## src/hdl/fixed_point_q24_8_alu_assert.svh

```systemverilog
// ----------------------------------------------------------------------------
// Q24.8 ALU assertion macros
// Shared concurrent assertion forms, clocked on clk, disabled in reset.
// ----------------------------------------------------------------------------
`ifndef FIXED_POINT_Q24_8_ALU_ASSERT_SVH
`define FIXED_POINT_Q24_8_ALU_ASSERT_SVH

// antecedent implies consequent in the same cycle
`define FPQ_ASSERT_IMP(lbl, ante, cons) \
	lbl: assert property (@(posedge clk) disable iff (!arst_n) (ante) |-> (cons)) \
		else $error("assertion failed");

// expression always holds
`define FPQ_ASSERT_ALW(lbl, expr) \
	lbl: assert property (@(posedge clk) disable iff (!arst_n) (expr)) \
		else $error("assertion failed");

`endif

```

## src/hdl/fpqalu_pkg.sv

```systemverilog
// ----------------------------------------------------------------------------
// Q24.8 ALU package
// Opcodes, status codes and the sideband carried down the divider chain.
// ----------------------------------------------------------------------------
package fpqalu_pkg;

	localparam int FRAC_BITS_DEF = 8;

	typedef enum logic [3:0] {
		CMD_ADD  = 4'd0,
		CMD_SUB  = 4'd1,
		CMD_MUL  = 4'd2,
		CMD_DIV  = 4'd3,
		CMD_MIN  = 4'd4,
		CMD_MAX  = 4'd5,
		CMD_INC  = 4'd6,
		CMD_DEC  = 4'd7,
		CMD_FINT = 4'd8,
		CMD_TINT = 4'd9
	} cmd_t;

	typedef enum logic [1:0] {
		ST_OK   = 2'd0,
		ST_OVF  = 2'd1,
		ST_DIV0 = 2'd2
	} status_t;

	typedef struct packed {
		logic [3:0]  cmd;
		logic        neg;
		logic        gt;
		logic        lt;
		logic        eq;
		logic [31:0] res;
		status_t     st;
		logic [63:0] prod;
	} side_t;

endpackage

```

## src/hdl/fpqalu_div_cell.sv

```systemverilog
// ----------------------------------------------------------------------------
// Divider cell
// One restoring division step: one quotient bit per cell, registered.
// ----------------------------------------------------------------------------
module fpqalu_div_cell #(
	parameter int XW = 42
) (
	input  logic                clk,
	input  logic                arst_n,
	input  logic                in_vld,
	input  logic [32:0]         in_rem,
	input  logic [XW-1:0]       in_xq,
	input  logic [32:0]         in_den,
	input  fpqalu_pkg::side_t   in_side,
	output logic                out_vld,
	output logic [32:0]         out_rem,
	output logic [XW-1:0]       out_xq,
	output logic [32:0]         out_den,
	output fpqalu_pkg::side_t   out_side
);
	import fpqalu_pkg::*;

	logic [33:0] trial;
	logic [33:0] diff;
	logic        ge;
	logic        vld_q;
	logic [32:0] rem_q;
	logic [XW-1:0] xq_q;
	logic [32:0] den_q;
	side_t       side_q;

	always_comb begin
		trial = {in_rem, in_xq[XW-1]};
		ge    = trial >= {1'b0, in_den};
		diff  = trial - {1'b0, in_den};
	end

	always_ff @(posedge clk or negedge arst_n) begin
		if (!arst_n) begin
			vld_q <= 1'b0;
		end else begin
			vld_q <= in_vld;
		end
	end

	always_ff @(posedge clk) begin
		rem_q  <= ge ? diff[32:0] : trial[32:0];
		xq_q   <= {in_xq[XW-2:0], ge};
		den_q  <= in_den;
		side_q <= in_side;
	end

	assign out_vld  = vld_q;
	assign out_rem  = rem_q;
	assign out_xq   = xq_q;
	assign out_den  = den_q;
	assign out_side = side_q;

endmodule

```

## config.mk

```make
export PLATFORM = sky130hd
export DESIGN_NAME = fpqalu_div_cell
export DESIGN_NICKNAME = d
export VERILOG_FILES = /design/src/hdl/fixed_point_q24_8_alu_assert.svh /design/src/hdl/fpqalu_pkg.sv /design/src/hdl/fpqalu_div_cell.sv
export SDC_FILE = /design/constraint.sdc
export NUM_CORES = 1
export LEC_CHECK = 0
export BUFFER_PORTS_ARGS = -buffer_cell sky130_fd_sc_hd__buf_2
export CORE_AREA = 2 2 168 170
export DETAILED_ROUTE_END_ITERATION = 10
export DIE_AREA = 0 0 170 172
export PLACE_DENSITY = 0.54
export SYNTH_ARGS = -nofsm -noshare
export SYNTH_HDL_FRONTEND = slang
export SYNTH_SLANG_ARGS = --single-unit
```

## constraint.sdc

```tcl
create_clock -name clk -period 0.8 [get_ports clk]
set_input_delay 0 -clock clk [delete_from_list [all_inputs] [get_ports clk]]
set_output_delay 0 -clock clk [all_outputs]
set_load 0.005 [all_outputs]
```

==> results.md, run 1 <==
| Group | Quantity | This run |
| --- | --- | --- |
| outcome | Result of the run | finished, violations left |
| outcome | Failing checks | negative hold slack, negative setup slack |
| power | Max rail drop VDD | 0.001560 V |
| min path | Worst hold path startpoint | in_den[0] |
| route | Total met2 wirelength after detailed routing | 15050 um |
| synthesis | Synthesized-area fraction occupied by adder cells | 6.448% |
| route | Routed vias | 7227 |
| route | Met1 Wirelength | 12800 um |
| synthesis | Post-synth top area share | 63.81% |
| synthesis | Share of the synthesized area in compound gates (AO/OA/AOI/OAI) | 14.28% |
| worst setup path | Kind of end point of the critical path | flip-flop |
| final layout | Proportion of layout cells with a drive suffix above 1 | 54.83% |
| clock tree | Clk pin slew, worst setup/hold paths | 0.05 ns |
| final layout | Commonest non-fill, non-tap cell in the layout | sky130_fd_sc_hd__buf_2 |
| die | Die area | 0.02924 mm^2 |
| synthesis | Number of flops mapped to enable cells by yosys | 0 |
| power | Leakage power | 6.828 nW |
| synthesis | Ys async rst share | 0.4651% |
| placed design | Placer Congestion | 0.8370 |
| global route | Maximum number of pins on one net before global-route repair | 14 |
| global route | Vias in the first global route | 7256 |
| sta | Fraction of the cycle the final worst path needs | 233.9% |
| job | Reported max-cap violation count | 0 |
| power | Total power of the final layout | 30.05 mW |
| synthesis | Cell Area, Synth | 0.006714 mm^2 |
| worst setup path | Worst setup SP type | input port |
| sta | Final hold violation count | 7 |
| synthesis | Top cells by area in the synthesized netlist | sky130_fd_sc_hd__dfxtp_1 64%, sky130_fd_sc_hd__ha_1 6.1%, sky130_fd_sc_hd__nand2_1 3.2% |
| synthesis | Flops & latches, synth | 215 |
| synthesis | Post-synthesis share of cell area spent on xor and xnor gates | 3.653% |
| sta | Unrepaired setup endpoints after global routing | true |
| clock tree | Clock tree sinks | 215 |
| clock tree | TritonCTS buffer count | 26 |
| final layout | Finished Layout Cells | 1739 |
| synthesis | Post-synth net total | 832 |
| power | PD cells | 2113 mW/mm^2 |
| synthesis | Share of synthesized cell area in and, or, nand and nor gates | 7.287% |
| route | Average wire length per cell after detail routing | 18.18 um |
| clock tree | Clock Tree Root | sky130_fd_sc_hd__clkbuf_16 |
| final layout | Commonest non-fill, non-tap cells in the layout | 339 x sky130_fd_sc_hd__buf_2, 213 x sky130_fd_sc_hd__dlygate4sd3_1, 127 x sky130_fd_sc_hd__buf_4 |
| sta | Post-layout minimum cycle time | 1.871 ns |
| die | Horiz. Die Dim | 170 um |
| placed design | Number of instances in the placed design | 1469 |
| min path | WHS Path Cells | 1 |
| die | Num rows | 61 |
| route | Top layer in use | met5 |
| placed design | IO buf count | 431 |
| route | Number of remaining DRC errors | 0 |
| clock tree | Clock tree from TritonCTS | yes |
| synthesis | Syn. warnings | 0 |
| sta | Worst Hold Margin | -0.4123 ns |
| placed design | Post-detail-place hpwl | 22930 um |
| route | Post-detailed-routing wire length | 31620 um |
| worst setup path | Required arrival time at the worst endpoint | 1.21 ns |
| clock tree | Number of levels the H-tree was split into | 1 |
| global route | Global-route usage over all layers | 19.64% |
| min path | Hold-critical path endpoint | out_den[0] |
| sta | Least-Margin Pin Slew | 0.4329 ns |
| route | Mean number of vias per cell | 4.156 |
| synthesis | Post-Syn Instances | 581 |
| clock tree | CTS Hold Buffers Added | 213 |
| final layout | Fillcell total | 2462 |
| route | Antenna viol nets, final | 0 |
| synthesis | Post-Syn Area per Cell | 11.56 um^2 |
| synthesis | Main combinational cell family by area after synthesis | compound AO/OA/AOI/OAI gates |
| worst setup path | Maximum fanout encountered on the critical timing path | 4 |
| synthesis | Cell taking the most area after synthesis | sky130_fd_sc_hd__dfxtp_1 |
| worst setup path | Class of the most critical setup path | input port to flip-flop |
| worst setup path | Critical Path AT | 2.28 ns |
| final layout | Layout area overhead | 111.9% |
| route | Violation count after the first detailed-routing iteration | 218 |
| final layout | Number of nets in the finished design | 1622 |
| synthesis | Mux contribution to synthesized area | 0.2236% |
| global route | Global-route wire length before repair | 43130 um |
| min path | Worst min-delay path category | input port to flip-flop |
| sta | Crit path setup slack, layout | -1.071 ns |
| route | Met3 Routed Length | 2296 um |
| die | Top-level I/O count | 432 |
| route | First-pass detailed-route iteration total | 4 |
| synthesis | Synth cell types | 52 |
| sta | Number of setup violations in the final report | 249 |
| die | Core ar. | 0.02748 mm^2 |
| sta | Rel. slew slack | 70.88% |
| synthesis | Register area share after synthesis | 64.18% |
| sta | Highest clock rate | 0.5345 GHz |
| global route | Global-route congestion overflow total | 0 |
| global route | Number of antenna violations at the first check in global routing | 8 |
| synthesis | Top FF cell, synth | sky130_fd_sc_hd__dfxtp_1 |
| sta | Final number of max-transition violations | 0 |
| die | Initial Utilization | 24.44% |
| die | Vertical die dimension | 172 um |
| clock tree | Maximum number of buffers from clock root to sink | 3 |
[registers in the layout, indices dropped and copies added, names as in the netlist]
name	cells
out_xq	42
out_side	106
out_vld	1
out_den	33
out_rem	33
[logic make-up after synthesis]
logic type | after synthesis
AOI/OAI and AO/OA | 136
xor gates and xnor gates | 28
adders and majority gates | 34
buffers and inverters | 58
DFF | 215
muxes | 1
and+or+nand+nor | 109
[worst max-delay path by stage]
stage | start | endpoint | cells after the start
2_1_floorplan | in_xq[41] | out_rem[1] | 12
3_3_place_gp | in_xq[41] | out_rem[32] | 13
3_5_place_dp | in_xq[41] | out_rem[32] | 13
4_1_cts | in_xq[41] | out_rem[1] | 13
5_1_grt | in_xq[41] | out_rem[1] | 13
6_report | in_xq[41] | out_rem[1] | 13
[layer usage]
layer  vias to the layer above  global-route usage (%)
met5                         -                       0
met4                         4                   7.135
met3                        72                   5.539
met2                       267                   33.97
met1                      3318                   23.30
li1                       3566                       -
[power breakdown]
group	internal [mW]	total, mW	leakage, nW	switching, mW
registers	11.7	12.0	1.82	0.332
clock network	7.08	11.8	0.410	4.68
logic	3.71	6.31	4.60	2.60
[metrics by stage]
stage	hold slack, ns	util, %	TNS [ns]	cell area, um^2	worst slack, ns
after global placement	-0.2258	37.20	-55.72	10220	-1.725
after detailed placement	-0.2237	37.20	-57.39	10220	-1.782
after CTS	-0.4128	49.67	-75.70	13650	-1.157
after global routing	-0.4322	51.74	-76.95	14220	-1.135
final	-0.4123	51.77	-67.43	14220	-1.071
after floorplan	-0.2956	-	-47.45	6753	-1.487
[final cells by class]
cell class	count	area (um^2)	share of cell area, %
clock buffers	36	738.2	5.190
well taps	346	432.9	3.043
clock inverters	9	117.6	0.8268
diodes	5	12.51	0.08796
inverters	43	173.9	1.223
multi-input cells	308	2370	16.66
repair buffers	777	5948	41.82
flip-flops and latches	215	4432	31.15
[worst max-delay path: stages]
cell and delay (ns):
sky130_fd_sc_hd__buf_12 0.11, sky130_fd_sc_hd__inv_12 0.04, sky130_fd_sc_hd__ha_4 0.11, sky130_fd_sc_hd__inv_2 0.03
sky130_fd_sc_hd__fa_2 0.33, sky130_fd_sc_hd__a21o_1 0.19, sky130_fd_sc_hd__a221o_2 0.42, sky130_fd_sc_hd__a21oi_4 0.16
sky130_fd_sc_hd__o41a_4 0.16, sky130_fd_sc_hd__o31ai_4 0.07, sky130_fd_sc_hd__a41oi_4 0.17, sky130_fd_sc_hd__buf_6 0.19
sky130_fd_sc_hd__mux2_4 0.30
[synthesized netlist by cell type (2+ instances only)]
cell,instances
sky130_fd_sc_hd__and3_1,7
sky130_fd_sc_hd__xor2_1,12
sky130_fd_sc_hd__xnor2_1,16
sky130_fd_sc_hd__o21ai_2,18
sky130_fd_sc_hd__buf_6,6
sky130_fd_sc_hd__nand4_1,3
sky130_fd_sc_hd__a211oi_1,4
sky130_fd_sc_hd__nand2_1,58
sky130_fd_sc_hd__a21oi_1,34
sky130_fd_sc_hd__a21o_1,10
sky130_fd_sc_hd__nor2_1,15
sky130_fd_sc_hd__nand3_1,8
sky130_fd_sc_hd__clkbuf_1,8
sky130_fd_sc_hd__nand2b_1,4
sky130_fd_sc_hd__o21a_1,4
sky130_fd_sc_hd__o21ai_0,26
sky130_fd_sc_hd__o21bai_1,8
sky130_fd_sc_hd__ha_1,33
sky130_fd_sc_hd__o31ai_1,5
sky130_fd_sc_hd__or3_1,2
sky130_fd_sc_hd__nor3_1,5
sky130_fd_sc_hd__a21boi_0,3
sky130_fd_sc_hd__inv_1,43
sky130_fd_sc_hd__nor4_1,4
sky130_fd_sc_hd__o211ai_1,3
sky130_fd_sc_hd__dfxtp_1,214
sky130_fd_sc_hd__a31oi_1,3
[what timing repair did]
action                     in CTS  in global routing
hold endpoints to repair      215                  6
resized for setup             118                136
setup endpoints to repair     249                249
gates cloned                    2                  0
buffers inserted                6                  1
pin swaps                      10                  9
No activity file was read; power rests on OpenSTA's default activity.
==> run 2: changes to the inputs <==
PLACE_DENSITY = not set   (was 0.54)
==> results.md, run 2 (synthesized netlist as in run 1, its figures left out) <==
| Group | Quantity | This run | vs previous |
| --- | --- | --- | --- |
| clock tree | Clock tree sinks | 215 | unchanged |
| clock tree | Clk pin slew, worst setup/hold paths | 0.06 ns | was 0.05 ns |
| placed design | Number of instances in the placed design | 1472 | was 1469 |
| global route | Global-route wire length before repair | 44290 um | was 43130 um |
| sta | Rel. slew slack | 67.70% | was 70.88% |
| die | Vertical die dimension | 172 um | unchanged |
| die | Horiz. Die Dim | 170 um | unchanged |
| clock tree | Number of levels the H-tree was split into | 1 | unchanged |
| min path | WHS Path Cells | 3 | was 1 |
| route | Number of remaining DRC errors | 0 | unchanged |
| sta | Fraction of the cycle the final worst path needs | 236.0% | was 233.9% |
| global route | Met3 layer usage reported by global route | 5.493% | was 5.539% |
| final layout | Number of nets in the finished design | 1623 | was 1622 |
| clock tree | Clock Tree Root | sky130_fd_sc_hd__clkbuf_16 | unchanged |
| clock tree | Maximum number of buffers from clock root to sink | 3 | unchanged |
| route | Post-detailed-routing wire length | 31780 um | was 31620 um |
| route | Mean number of vias per cell | 4.239 | was 4.156 |
| sta | Final number of max-transition violations | 0 | unchanged |
| final layout | Commonest non-fill, non-tap cells in the layout | 325 x sky130_fd_sc_hd__buf_2, 214 x sky130_fd_sc_hd__dlygate4sd3_1, 127 x sky130_fd_sc_hd__buf_4 | was 339 x sky130_fd_sc_hd__buf_2, 213 x sky130_fd_sc_hd__dlygate4sd3_1, 127 x sky130_fd_sc_hd__buf_4 |
| sta | Highest clock rate | 0.5298 GHz | was 0.5345 GHz |
| route | Average wire length per cell after detail routing | 18.26 um | was 18.18 um |
| global route | Number of antenna violations at the first check in global routing | 5 | was 8 |
| min path | Worst hold path startpoint | in_rem[13] | was in_den[0] |
| power | Leakage power | 6.921 nW | was 6.828 nW |
| clock tree | Clock tree from TritonCTS | yes | unchanged |
| power | Max rail drop VDD | 0.001750 V | was 0.001560 V |
| global route | Fraction of met1 tracks used by global routing | 23.24% | was 23.30% |
| final layout | Finished Layout Cells | 1740 | was 1739 |
| worst setup path | Kind of end point of the critical path | flip-flop | unchanged |
| worst setup path | Class of the most critical setup path | input port to flip-flop | unchanged |
| die | Initial Utilization | 24.44% | unchanged |
| global route | Met2 Resource Use GR | 35.07% | was 33.97% |
| die | Core ar. | 0.02748 mm^2 | unchanged |
| global route | Maximum number of pins on one net before global-route repair | 23 | was 14 |
| outcome | Failing checks | negative hold slack, negative setup slack | unchanged |
| placed design | IO buf count | 431 | unchanged |
| global route | Global-route congestion overflow total | 0 | unchanged |
| min path | Hold-critical path endpoint | out_rem[14] | was out_den[0] |
| route | Routed vias | 7376 | was 7227 |
| route | Violation count after the first detailed-routing iteration | 246 | was 218 |
| power | Total power of the final layout | 30.92 mW | was 30.05 mW |
| global route | Vias in the first global route | 7566 | was 7256 |
| sta | Number of setup violations in the final report | 249 | unchanged |
| worst setup path | Maximum fanout encountered on the critical timing path | 5 | was 4 |
| worst setup path | Critical Path AT | 2.29 ns | was 2.28 ns |
| worst setup path | Worst setup SP type | input port | unchanged |
| clock tree | TritonCTS buffer count | 24 | was 26 |
| sta | Worst Hold Margin | -0.2642 ns | was -0.4123 ns |
| route | First-pass detailed-route iteration total | 4 | unchanged |
| route | Antenna viol nets, final | 0 | unchanged |
| die | Top-level I/O count | 432 | unchanged |
| global route | Global-route usage over all layers | 19.88% | was 19.64% |
| placed design | Placer Congestion | 0.8520 | was 0.8370 |
| final layout | Proportion of layout cells with a drive suffix above 1 | 57.19% | was 54.83% |
| global route | Layer with the highest usage | met2 | unchanged |
| sta | Unrepaired setup endpoints after global routing | true | unchanged |
| final layout | Commonest non-fill, non-tap cell in the layout | sky130_fd_sc_hd__buf_2 | unchanged |
| outcome | Result of the run | finished, violations left | unchanged |
| sta | Final hold violation count | 4 | was 7 |
| sta | Post-layout minimum cycle time | 1.888 ns | was 1.871 ns |
| sta | Crit path setup slack, layout | -1.088 ns | was -1.071 ns |
| placed design | Post-detail-place hpwl | 22650 um | was 22930 um |
| power | PD cells | 2139 mW/mm^2 | was 2113 mW/mm^2 |
| die | Die area | 0.02924 mm^2 | unchanged |
| final layout | Layout area overhead | 115.3% | was 111.9% |
| placed design | Setup slack after placement | -1.854 ns | was -1.782 ns |
| job | Reported max-cap violation count | 0 | unchanged |
| sta | Least-Margin Pin Slew | 0.4794 ns | was 0.4329 ns |
| worst setup path | Required arrival time at the worst endpoint | 1.20 ns | was 1.21 ns |
| min path | Worst min-delay path category | input port to flip-flop | unchanged |
| die | Num rows | 61 | unchanged |
| final layout | Number of flip-flops under the largest register name | 106 | unchanged |
[run 2: per-stage QoR]
step | cell area [um^2] | setup TNS, ns | util [%]
finish | 14460 | -66.07 | 52.61
global route | 14450 | -77.19 | 52.58
CTS | 13730 | -72.02 | 49.95
detailed placement | 10260 | -56.92 | 37.33
global placement | 10260 | -55.96 | 37.33
floorplan | 6753 | -47.45 | -
[run 2: worst max-delay path, cell delays in order]
cell,delay (ns)
sky130_fd_sc_hd__buf_12,0.11
sky130_fd_sc_hd__inv_12,0.04
sky130_fd_sc_hd__ha_4,0.11
sky130_fd_sc_hd__inv_2,0.03
sky130_fd_sc_hd__fa_2,0.34
sky130_fd_sc_hd__a21o_1,0.21
sky130_fd_sc_hd__a221o_2,0.39
sky130_fd_sc_hd__a21oi_4,0.15
sky130_fd_sc_hd__o41a_4,0.16
sky130_fd_sc_hd__o31ai_4,0.07
sky130_fd_sc_hd__a41oi_4,0.18
sky130_fd_sc_hd__buf_6,0.18
sky130_fd_sc_hd__mux2_4,0.30
[run 2: how the worst max path moves through the flow]
stage | startpoint | to | cells past startpoint
CTS | in_xq[41] | out_rem[1] | 13
detailed placement | in_xq[41] | out_rem[32] | 13
finish | in_xq[41] | out_rem[1] | 13
floorplan | in_xq[41] | out_rem[1] | 12
global route | in_xq[41] | out_rem[15] | 15
global placement | in_xq[41] | out_rem[32] | 13
[run 2: cell type report]
class / instances / area (um^2)
clock inverters: 16 / 259.0
clock buffers: 28 / 655.6
fillers: 2418 / 13020
inverters: 43 / 173.9
diodes: 4 / 10.01
flip-flops and latches: 215 / 4462
well taps: 346 / 432.9
multi-input cells: 308 / 2407
repair buffers: 780 / 6055
[run 2: timing repair]
item / in CTS / in global routing
setup buffers: 1 / 3
pin swaps: 11 / 13
hold buffers: 210 / 4
gates resized for setup: 138 / 162
setup endpoints to repair: 249 / 249
endpoints found under the hold margin: 215 / 7
gates cloned: 1 / 1
[run 2: where the power goes]
group	switching (mW)	internal [mW]	leakage, nW
sequential	0.340	11.6	1.82
combinational	2.64	3.72	4.65
clock	4.73	7.85	0.448
total	7.71	23.2	6.92
[run 2: per-layer routing]
metal / vias up / share of wire (%)
met4: 4 / 3.6
met3: 65 / 7.1
met1: 3438 / 40
li1: 3576 / -
met5: - / 0.091
met2: 293 / 49
